`config.mk`:
```
export PLATFORM = sky130hd
export DESIGN_NAME = master_eq_limiter_stage_unit
export DESIGN_NICKNAME = d
export VERILOG_FILES = /design/src/rtl/core/eqlim_pkg.sv /design/src/rtl/core/master_eq_limiter_stage_unit.sv /design/src/rtl/core/eqlim_cfg.sv /design/src/rtl/core/eqlim_mul.sv
export VERILOG_INCLUDE_DIRS = /design/src /design/src/rtl/core
export SDC_FILE = /design/constraint.sdc
export NUM_CORES = 2
export LEC_CHECK = 0
export BUFFER_PORTS_ARGS = -buffer_cell sky130_fd_sc_hd__buf_2
export CAP_MARGIN = 20
export CORE_ASPECT_RATIO = 1.4
export CORE_MARGIN = 2
export CORE_UTILIZATION = 55
export DETAILED_ROUTE_END_ITERATION = 10
export PLACE_DENSITY = 0.81
export SLEW_MARGIN = 25
export SYNTH_ARGS = -nofsm -noshare
export SYNTH_HDL_FRONTEND = slang
export SYNTH_SLANG_ARGS = --single-unit
```
`constraint.sdc`:
```
create_clock -name clk -period 23.8 [get_ports clk]
set_input_delay 3.57 -clock clk [delete_from_list [all_inputs] [get_ports clk]]
set_output_delay 3.57 -clock clk [all_outputs]
set_load 0.005 [all_outputs]
```
`src/rtl/core/master_eq_limiter_stage_unit_macros.svh`:
```
// Assertion macros shared by the master EQ / limiter stage RTL.
// Expects clk and rst_n in the scope of every use.
`ifndef MASTER_EQ_LIMITER_STAGE_UNIT_MACROS_SVH
`define MASTER_EQ_LIMITER_STAGE_UNIT_MACROS_SVH

// Invariant that holds at every clock edge out of reset.
`define EQLIM_ASSERT(lbl, prop, msg) \
  lbl: assert property (@(posedge clk) disable iff (!rst_n) (prop)) else $error(msg);

// Trigger in one cycle, consequence in the next.
`define EQLIM_ASSERT_NEXT(lbl, ante, cons, msg) \
  lbl: assert property (@(posedge clk) disable iff (!rst_n) (ante) |=> (cons)) \
    else $error(msg);

`endif

```
`src/rtl/core/eqlim_pkg.sv`:
```
// Shared constants, codes and types of the master EQ / limiter stage.
// No dependencies.
`timescale 1ns / 1ps
package eqlim_pkg;

  localparam int MIX_BITS_DEF = 24;

  localparam int VOL_W    = 7;
  localparam int GAIN_W   = 15;
  localparam int MG_W     = 16;  // master q15 gain, up to unity
  localparam int LG_W     = 16;  // limiter q15 gain, up to unity
  localparam int SMP_W    = 16;
  localparam int PEAK_W   = 24;
  localparam int IDX_W    = 3;
  localparam int CFG_DW   = 15;
  localparam int IN_DW    = 64;
  localparam int OUT_DW   = 56;

  localparam int VOL_MAX   = 100;
  localparam int GAIN_MIN  = 256;
  localparam int GAIN_MAX  = 16384;
  localparam int UNITY_Q12 = 4096;
  localparam int UNITY_Q15 = 32768;
  localparam int ALPHA_LO  = 1058;
  localparam int ALPHA_HI  = 13327;
  // vol * 32768 / 100 == (vol * VOL_RECIP) >> VOL_SHIFT for vol in 0..100
  localparam int VOL_RECIP = 1342178;
  localparam int VOL_SHIFT = 12;
  localparam int RECIP_W   = 21;
  // limit << 15 / |full-scale negative| for any mix width of 17 bits or more
  localparam int LIM_NEED  = 32767;
  localparam int REC_SHIFT = 9;

  // register indexes
  localparam logic [IDX_W-1:0] REG_VOLUME = 3'd0;
  localparam logic [IDX_W-1:0] REG_MUTE   = 3'd1;
  localparam logic [IDX_W-1:0] REG_BASS   = 3'd2;
  localparam logic [IDX_W-1:0] REG_MID    = 3'd3;
  localparam logic [IDX_W-1:0] REG_TREBLE = 3'd4;
  localparam logic [IDX_W-1:0] REG_LIMEN  = 3'd5;

  // multiply steps of one channel
  localparam logic [2:0] OP_MST = 3'd0;
  localparam logic [2:0] OP_LO  = 3'd1;
  localparam logic [2:0] OP_HI  = 3'd2;
  localparam logic [2:0] OP_BAS = 3'd3;
  localparam logic [2:0] OP_MID = 3'd4;
  localparam logic [2:0] OP_TRB = 3'd5;
  localparam logic [2:0] OP_LIM = 3'd6;

  typedef struct packed {
    logic [MG_W-1:0]   master;
    logic [GAIN_W-1:0] bass;
    logic [GAIN_W-1:0] mid;
    logic [GAIN_W-1:0] treble;
    logic              lim_en;
    logic              eq_on;
  } cfg_t;

endpackage

```
`src/rtl/core/master_eq_limiter_stage_unit.sv`:
```
// Top level of the master gain, three-band EQ and peak limiter stage.
// Depends on eqlim_pkg, eqlim_cfg, eqlim_mul and the assertion macro header.
`timescale 1ns / 1ps
//
// channel | dir | handshake          | word
// --------+-----+--------------------+---------------------------------------
// in_     | in  | tvalid/tready      | tdata: left_mix, right_mix; tlast
// out_    | out | tvalid/tready      | tdata: left_out, right_out, peak; tlast
// cfg_    | in  | valid/ready        | index, data (register write)
//
// Each frame runs from the accepting cycle through, per channel, an issue and a write-back
// state for each multiply on the shared multiplier (gain, 5 EQ steps when the EQ is active,
// limiter when enabled) and a state to close the channel, then a state to hand the word
// over; only after that handover is the next frame accepted.
// Reset (rst_n low, synchronous) clears filters, peak and output valid; gain is unity.
// The sequencer waits at the end of a frame only while the output register is full.
`include "master_eq_limiter_stage_unit_macros.svh"
module master_eq_limiter_stage_unit import eqlim_pkg::*; #(
  parameter int MIX_BITS = MIX_BITS_DEF
) (
  input  logic              clk,
  input  logic              rst_n,
  input  logic              in_tvalid,
  output logic              in_tready,
  input  logic [IN_DW-1:0]  in_tdata,   // left_mix[31:0], right_mix[63:32]
  input  logic              in_tlast,   // period_end
  output logic              out_tvalid,
  input  logic              out_tready,
  output logic [OUT_DW-1:0] out_tdata,  // left_out[15:0], right_out[31:16], peak[55:32]
  output logic              out_tlast,  // period_done
  input  logic              cfg_valid,
  output logic              cfg_ready,
  input  logic [IDX_W-1:0]  cfg_index,
  input  logic [CFG_DW-1:0] cfg_data
);

  localparam int N     = MIX_BITS;
  localparam int A_W   = (MIX_BITS + 1 > 32) ? MIX_BITS + 1 : 32;
  localparam int B_W   = LG_W + 2;
  localparam int P_W   = A_W + B_W;
  localparam int ACC_W = P_W + 2;

  localparam logic [2:0] ST_IDLE = 3'd0;
  localparam logic [2:0] ST_MUL  = 3'd1;
  localparam logic [2:0] ST_WB   = 3'd2;
  localparam logic [2:0] ST_CH   = 3'd3;
  localparam logic [2:0] ST_FIN  = 3'd4;

  localparam logic signed [N-1:0] MIX_MAX_V = {1'b0, {(N-1){1'b1}}};
  localparam logic signed [N-1:0] MIX_MIN_V = {1'b1, {(N-1){1'b0}}};
  localparam logic signed [N-1:0] S16_MAX   = N'(32767);
  localparam logic signed [N-1:0] S16_MIN   = N'(-32768);

  cfg_t cfg;

  logic [2:0]            st_r;
  logic [2:0]            op_r;
  logic                  ch_r;
  logic signed [31:0]    xl_r, xr_r;
  logic                  last_r;
  logic signed [N-1:0]   v_r;
  logic signed [N-1:0]   lo_r [2];
  logic signed [N-1:0]   hi_r [2];
  logic signed [ACC_W-1:0] acc_r;
  logic [LG_W-1:0]       gain_r;
  logic [N-1:0]          peak_r;
  logic [SMP_W-1:0]      res_l_r, res_r_r;
  logic [SMP_W-1:0]      out_l_r, out_r_r;
  logic [PEAK_W-1:0]     out_pk_r;
  logic                  out_last_r, out_vld_r;

  logic signed [A_W-1:0] mul_a, v_e, lo_e, hi_e;
  logic signed [B_W-1:0] mul_b;
  logic signed [P_W-1:0] prod;
  logic signed [P_W-1:0] sh15;
  logic signed [ACC_W-1:0] acc_sum;
  logic [LG_W-1:0]       gain_upd;
  logic                  mul_en;
  logic [N:0]            mag;
  logic [SMP_W-1:0]      sat16;
  logic [A_W-1:0]        pk_e;
  logic                  out_load;

  function automatic logic signed [N-1:0] clamp_mix(input logic signed [ACC_W-1:0] s);
    if (s > ACC_W'(MIX_MAX_V)) return MIX_MAX_V;
    if (s < ACC_W'(MIX_MIN_V)) return MIX_MIN_V;
    return N'(s);
  endfunction

  eqlim_cfg u_cfg (
    .clk      (clk),
    .rst_n    (rst_n),
    .cfg_valid(cfg_valid),
    .cfg_ready(cfg_ready),
    .cfg_index(cfg_index),
    .cfg_data (cfg_data),
    .cfg      (cfg)
  );

  // Operands of the shared multiplier, picked by the current step.
  assign v_e  = A_W'(v_r);
  assign lo_e = A_W'(lo_r[ch_r]);
  assign hi_e = A_W'(hi_r[ch_r]);

  // Limiter gain: drop to the limit on a full-scale negative sample, else recover.
  always_comb begin
    if (v_r == MIX_MIN_V) begin
      gain_upd = (gain_r > LG_W'(LIM_NEED)) ? LG_W'(LIM_NEED) : gain_r;
    end else if (gain_r < LG_W'(UNITY_Q15)) begin
      gain_upd = gain_r + ((LG_W'(UNITY_Q15) - gain_r) >> REC_SHIFT);
    end else begin
      gain_upd = gain_r;
    end
  end

  always_comb begin
    unique case (op_r)
      OP_MST: begin
        mul_a = A_W'(ch_r ? xr_r : xl_r);
        mul_b = $signed(B_W'(cfg.master));
      end
      OP_LO: begin
        mul_a = v_e - lo_e;
        mul_b = B_W'(ALPHA_LO);
      end
      OP_HI: begin
        mul_a = v_e - hi_e;
        mul_b = B_W'(ALPHA_HI);
      end
      OP_BAS: begin
        mul_a = lo_e;
        mul_b = $signed(B_W'(cfg.bass));
      end
      OP_MID: begin
        mul_a = hi_e - lo_e;
        mul_b = $signed(B_W'(cfg.mid));
      end
      OP_TRB: begin
        mul_a = v_e - hi_e;
        mul_b = $signed(B_W'(cfg.treble));
      end
      OP_LIM: begin
        mul_a = v_e;
        mul_b = $signed(B_W'(gain_upd));
      end
      default: begin
        mul_a = '0;
        mul_b = '0;
      end
    endcase
  end

  assign mul_en = (st_r == ST_MUL);

  eqlim_mul #(.A_W(A_W), .B_W(B_W)) u_mul (
    .clk(clk),
    .en (mul_en),
    .a  (mul_a),
    .b  (mul_b),
    .p_r(prod)
  );

  assign sh15    = prod >>> 15;
  assign acc_sum = acc_r + ACC_W'(prod);

  // Magnitude and 16-bit saturation of the finished channel sample.
  always_comb begin
    mag = v_r[N-1] ? (N+1)'(-(N+1)'(v_r)) : (N+1)'(v_r);
    if (v_r > S16_MAX) sat16 = 16'h7fff;
    else if (v_r < S16_MIN) sat16 = 16'h8000;
    else sat16 = v_r[SMP_W-1:0];
  end

  assign pk_e     = A_W'(peak_r);
  assign out_load = (st_r == ST_FIN) && (!out_vld_r || out_tready);
  assign in_tready = (st_r == ST_IDLE);

  always_ff @(posedge clk) begin
    if (!rst_n) begin
      st_r      <= ST_IDLE;
      op_r      <= OP_MST;
      ch_r      <= 1'b0;
      lo_r[0]   <= '0;
      lo_r[1]   <= '0;
      hi_r[0]   <= '0;
      hi_r[1]   <= '0;
      gain_r    <= LG_W'(UNITY_Q15);
      peak_r    <= '0;
      out_vld_r <= 1'b0;
    end else begin
      if (out_load) out_vld_r <= 1'b1;
      else if (out_tready) out_vld_r <= 1'b0;

      unique case (st_r)
        ST_IDLE: begin
          if (in_tvalid) begin
            xl_r   <= $signed(in_tdata[31:0]);
            xr_r   <= $signed(in_tdata[63:32]);
            last_r <= in_tlast;
            ch_r   <= 1'b0;
            op_r   <= OP_MST;
            st_r   <= ST_MUL;
          end
        end
        ST_MUL: begin
          if (op_r == OP_LIM) gain_r <= gain_upd;
          st_r <= ST_WB;
        end
        ST_WB: begin
          // write back the product and pick the next step
          unique case (op_r)
            OP_MST: begin
              v_r <= clamp_mix(ACC_W'(sh15));
              if (cfg.eq_on) begin
                op_r <= OP_LO;
                st_r <= ST_MUL;
              end else if (cfg.lim_en) begin
                op_r <= OP_LIM;
                st_r <= ST_MUL;
              end else begin
                st_r <= ST_CH;
              end
            end
            OP_LO: begin
              lo_r[ch_r] <= lo_r[ch_r] + N'(sh15);
              op_r <= OP_HI;
              st_r <= ST_MUL;
            end
            OP_HI: begin
              hi_r[ch_r] <= hi_r[ch_r] + N'(sh15);
              op_r <= OP_BAS;
              st_r <= ST_MUL;
            end
            OP_BAS: begin
              acc_r <= ACC_W'(prod);
              op_r  <= OP_MID;
              st_r  <= ST_MUL;
            end
            OP_MID: begin
              acc_r <= acc_sum;
              op_r  <= OP_TRB;
              st_r  <= ST_MUL;
            end
            OP_TRB: begin
              v_r <= clamp_mix(acc_sum >>> 12);
              if (cfg.lim_en) begin
                op_r <= OP_LIM;
                st_r <= ST_MUL;
              end else begin
                st_r <= ST_CH;
              end
            end
            default: begin
              v_r  <= N'(sh15);
              st_r <= ST_CH;
            end
          endcase
        end
        ST_CH: begin
          // close the channel: track the peak, hold the saturated sample
          if (mag[N-1:0] > peak_r) peak_r <= mag[N-1:0];
          if (!ch_r) begin
            res_l_r <= sat16;
            ch_r    <= 1'b1;
            op_r    <= OP_MST;
            st_r    <= ST_MUL;
          end else begin
            res_r_r <= sat16;
            st_r    <= ST_FIN;
          end
        end
        ST_FIN: begin
          if (out_load) begin
            if (last_r) peak_r <= '0;
            st_r <= ST_IDLE;
          end
        end
        default: st_r <= ST_IDLE;
      endcase
    end
  end

  // Output register: payload loads with the handoff, no reset needed.
  always_ff @(posedge clk) begin
    if (out_load) begin
      out_l_r    <= res_l_r;
      out_r_r    <= res_r_r;
      out_pk_r   <= (pk_e > A_W'(24'hffffff)) ? 24'hffffff : pk_e[PEAK_W-1:0];
      out_last_r <= last_r;
    end
  end

  assign out_tvalid = out_vld_r;
  assign out_tdata  = {out_pk_r, out_r_r, out_l_r};
  assign out_tlast  = out_last_r;

  `EQLIM_ASSERT(a_gain_le_unity, gain_r <= LG_W'(UNITY_Q15), "limiter gain above unity")
  `EQLIM_ASSERT_NEXT(a_start_left, in_tvalid && in_tready, st_r == ST_MUL && op_r == OP_MST && !ch_r, "frame did not start on left gain step")
  `EQLIM_ASSERT_NEXT(a_handoff, out_load, out_vld_r && st_r == ST_IDLE, "result not handed to output register")
  `EQLIM_ASSERT_NEXT(a_peak_clear, out_load && last_r, peak_r == '0, "peak not cleared after period end")

endmodule

```
`src/rtl/core/eqlim_cfg.sv`:
```
// Configuration registers of the master EQ / limiter stage.
// Depends on eqlim_pkg.
`timescale 1ns / 1ps
module eqlim_cfg import eqlim_pkg::*; (
  input  logic              clk,
  input  logic              rst_n,
  input  logic              cfg_valid,
  output logic              cfg_ready,
  input  logic [IDX_W-1:0]  cfg_index,
  input  logic [CFG_DW-1:0] cfg_data,
  output cfg_t              cfg
);

  logic [VOL_W-1:0]  vol_r;
  logic              mute_r;
  logic [GAIN_W-1:0] bass_r, mid_r, treb_r;
  logic              lim_en_r;
  logic [VOL_W-1:0]  vol_w;
  logic [GAIN_W-1:0] gain_w;
  logic [VOL_W+RECIP_W-1:0] vol_prod;

  assign cfg_ready = 1'b1;

  // saturate written values into their legal ranges
  always_comb begin
    vol_w = cfg_data[VOL_W-1:0];
    if (vol_w > VOL_W'(VOL_MAX)) vol_w = VOL_W'(VOL_MAX);
    gain_w = cfg_data[GAIN_W-1:0];
    if (gain_w < GAIN_W'(GAIN_MIN)) gain_w = GAIN_W'(GAIN_MIN);
    else if (gain_w > GAIN_W'(GAIN_MAX)) gain_w = GAIN_W'(GAIN_MAX);
  end

  always_ff @(posedge clk) begin
    if (!rst_n) begin
      vol_r    <= VOL_W'(80);
      mute_r   <= 1'b0;
      bass_r   <= GAIN_W'(UNITY_Q12);
      mid_r    <= GAIN_W'(UNITY_Q12);
      treb_r   <= GAIN_W'(UNITY_Q12);
      lim_en_r <= 1'b1;
    end else if (cfg_valid) begin
      unique case (cfg_index)
        REG_VOLUME: vol_r    <= vol_w;
        REG_MUTE:   mute_r   <= cfg_data[0];
        REG_BASS:   bass_r   <= gain_w;
        REG_MID:    mid_r    <= gain_w;
        REG_TREBLE: treb_r   <= gain_w;
        REG_LIMEN:  lim_en_r <= cfg_data[0];
        default: ;
      endcase
    end
  end

  assign vol_prod = (VOL_W+RECIP_W)'(vol_r) * (VOL_W+RECIP_W)'(VOL_RECIP);

  always_comb begin
    cfg.master = mute_r ? '0 : vol_prod[VOL_SHIFT +: MG_W];
    cfg.bass   = bass_r;
    cfg.mid    = mid_r;
    cfg.treble = treb_r;
    cfg.lim_en = lim_en_r;
    cfg.eq_on  = (bass_r != GAIN_W'(UNITY_Q12)) || (mid_r != GAIN_W'(UNITY_Q12))
                 || (treb_r != GAIN_W'(UNITY_Q12));
  end

endmodule

```
`src/rtl/core/eqlim_mul.sv`:
```
// Shared signed multiplier with registered product.
// Depends on eqlim_pkg.
`timescale 1ns / 1ps
module eqlim_mul import eqlim_pkg::*; #(
  parameter int A_W = 33,
  parameter int B_W = 18
) (
  input  logic                    clk,
  input  logic                    en,
  input  logic signed [A_W-1:0]   a,
  input  logic signed [B_W-1:0]   b,
  output logic signed [A_W+B_W-1:0] p_r
);

  always_ff @(posedge clk) begin
    if (en) p_r <= (A_W+B_W)'(a) * (A_W+B_W)'(b);
  end

endmodule

```
==> summary.txt <==
Run status
  – Status: complete, no violations

Setup path
  – Nature of the critical path startpoint: flop
  – Reg-to-reg endpoint: u_mul.p_r[42]$_DFFE_PP_
  – Worst-path maximum fanout: 26
  – R2R depth: 45
  – Critical path's most frequent cell: fa_1
  – Data arrival, critical path: 13.30 ns
  – Crit Path Category: reg -> reg
  – R2R setup slack: 10.87 ns
  – Required time of the worst setup path: 24.17 ns
  – RR Startpoint: u_cfg.vol_r[5]$_SDFFE_PN0P_
  – Crit path largest cell delay: 0.64 ns
  – CP max stage cell: fa_1
  – Crit end category: flop

Synth
  – Mapped Cells: 5446
  – Post-synthesis register bit count: 478
  – Async set-reset flop share out of synthesis: 0
  – Syn. warnings: 0
  – EDFF count, synth: 375
  – Sequential element share of the synthesized area: 0.267
  – Synthesized cell area: 0.0499 mm2
  – Synth cell types: 93
  – Most used flip-flop cell after synthesis: edfxtp_1
  – Mapped Avg Cell Area: 9.16 um2
  – Syn Nets: 6432

Global route
  – Largest net degree at the start of global routing: 94
  – All-Layer GR Usage: 0.326
  – Antenna violations before repair: 4
  – Global route total overflow: 0
  – Vias in the first global route: 42.3k
  – First-pass GRT wire length: 234 mm

Layout
  – Final net count: 6463
  – Most common cell after layout, fill and taps aside: inv_1
  – Number of fill cells: 7602
  – Area Overhead vs Synth: 7.36%
  – Fin area: 0.0535 mm2
  – Commonest non-fill, non-tap cells in the layout: inv_1 (813), nand2_1 (694), fa_1 (520)
  – Final core utilization: 0.596
  – Non-filler cells, final: 6706
  – Fraction of layout cells with a size suffix above 1: 0.0736

Floorplanning
  – Die Ht: 360 um
  – Effective utilization at floorplan: 0.555
  – Die W: 258 um
  – Die area: 0.0931 mm2
  – Core area: 0.0898 mm2
  – Ports: 148
  – Core Rows: 130

Clocking
  – H-tree Lvls: 2
  – Hold-fix buffers at CTS: 0
  – Clock Pin Slew Worst Setup and Hold Paths: 0.07 ns
  – Clk sinks: 478
  – CTS max path bufs: 3
  – Post-CTS Repair Setup Buffers: 0
  – CTS tree: done
  – Root buffer cell: clkbuf_16
  – Post-CTS sizing: 0
  – CTS buffer count: 49
  – Worst-Skew Late Latency: 0.65 ns

Worst hold path
  – Worst Min Path Start: res_l_r[6]$_DFFE_PP_
  – Hold EP: out_l_r[6]$_DFFE_PP_
  – Hold Crit Class: reg -> reg
  – Worst hold stages: 0

Routing
  – Post-route ant nets: 0
  – WL/cell: 22.8 um
  – DRC viols: 0
  – Pre-Repair DR Iteration Count: 9
  – DRT iter0 DRCs: 3732
  – Via/cell ratio: 6.13
  – Vias: 41.1k
  – Routed wire length: 153 mm

STA
  – Unrepaired setup endpoints after global routing: no
  – Max Clock Skew: 0.0589 ns
  – Accumulated negative setup slack: 0 ns
  – Slew @ Worst Pin: 1.10 ns
  – Minimum clock period: 12.93 ns
  – Max Fclk: 0.0773 GHz
  – Max-slew violation count: 0
  – Fin crit share: 0.543
  – Final Hold Fails: 0
  – Rel. slew slack: 0.261
  – Final-report setup violation count: 0

Flow run
  – Max_cap viols: 0

Placement
  – # port buffers: 146
  – Hpwl dp: 117 mm
  – Placed Instances: 6614
  – GP Congestion: 1.00
  – Placed inst area: 0.0519 mm2
## sequential cells by signal, indices dropped and copies added, names as in the netlist, 24 cells and up, named ones only
| signal | cells |
|---|---|
| lo_r | 48 |
| out_pk_r | 24 |
| v_r | 24 |
| acc_r | 52 |
| xr_r | 32 |
| peak_r | 24 |
| hi_r | 48 |
| u_mul.p_r | 49 |
| xl_r | 32 |
## routing by layer
layer	GRT usage	part of all wire	routed length [um]	up-vias
met4	0.249	0.092	14000	4
met2	0.552	0.48	73600	2140
met3	0.0617	0.088	13500	783
met5	0	0.00018	27	-
li1	-	-	-	18300
met1	0.363	0.34	51700	19900
## critical path: cells and delay by family (launching register included)
| kind | cells | cell delay, ns |
|---|---|---|
| buffers and inverters | 8 | 0.78 |
| XOR/XNOR | 2 | 0.34 |
| flip-flops | 1 | 0.44 |
| adder cells (fa/ha/maj) | 12 | 5.86 |
| AND/OR/NAND/NOR | 3 | 0.47 |
| AO/OA/AOI/OAI | 20 | 4.71 |
## worst max-delay path by stage
stage	from	end	slack, ns
after detailed placement	u_cfg.vol_r[5]$_SDFFE_PN0P_	u_mul.p_r[42]$_DFFE_PP_	11.04
after global routing	u_cfg.vol_r[5]$_SDFFE_PN0P_	u_mul.p_r[42]$_DFFE_PP_	10.34
after CTS	u_cfg.vol_r[5]$_SDFFE_PN0P_	u_mul.p_r[42]$_DFFE_PP_	11.00
after global placement	u_cfg.vol_r[5]$_SDFFE_PN0P_	u_mul.p_r[42]$_DFFE_PP_	11.31
after floorplan	u_cfg.vol_r[5]$_SDFFE_PN0P_	u_mul.p_r[42]$_DFFE_PP_	12.43
final	u_cfg.vol_r[5]$_SDFFE_PN0P_	u_mul.p_r[42]$_DFFE_PP_	10.87
## final cells by class
type                            count  area, um2  area share
Clock inverter                     33        364     0.00680
Antenna cell                        1       2.50   0.0000467
Clock buffer                       58       1290      0.0241
Timing Repair Buffer              224       1320      0.0246
Inverter                          818       3070      0.0574
Multi-Input combinational cell   3906      32700       0.610
Sequential cell                   478      13300       0.249
Tap cell                         1188       1490      0.0278
## synthesized netlist by cell type, types with 13 or more instances
cell type	n	area, um2
or3_1	19	119
o211ai_1	20	150
fa_1	520	10400
a21oi_1	325	1630
o31ai_1	22	165
a31oi_1	29	181
nand4_1	39	244
a22oi_1	13	97.6
and2_1	97	607
ha_1	378	4730
buf_1	18	67.6
nand3b_1	28	210
a21o_1	88	661
a211o_1	20	175
nand3_1	105	526
a211oi_1	17	128
buf_2	22	110
o22ai_1	27	169
o21bai_1	23	173
inv_1	813	3050
nor4_1	22	138
nand2b_1	47	294
o21a_1	52	390
nor2b_1	121	757
a32oi_1	25	219
dfxtp_1	103	2060
nor2_1	326	1220
edfxtp_1	375	11300
clkbuf_1	196	736
nand2_1	701	2630
or2_2	15	93.8
and3_1	29	181
xor2_1	85	744
mux2i_1	87	871
mux2_2	18	203
o21ai_0	200	1000
nor3_1	68	340
xnor2_1	150	1310
## cells by family after synthesis
kind of cell	after synthesis	synth area share
AND/OR/NAND/NOR	1664	0.156
buffers and inverters	1062	0.0813
AO/OA/AOI/OAI	1002	0.129
adder cells (fa/ha/maj)	898	0.304
flip-flops	478	0.267
XOR/XNOR	235	0.0413
multiplexers	106	0.0220
other	1	0.0000752
## stage by stage
step	setup WS (ns)	hold slack [ns]
5_1_grt	10.34	0.417
6_report	10.87	0.404
4_1_cts	11.00	0.394
3_5_place_dp	11.04	0.405
3_3_place_gp	11.31	0.401
2_1_floorplan	12.43	0.400
Power is not shown: default switching activity piles up to over one toggle a cycle in this logic, so the estimate is an artifact.
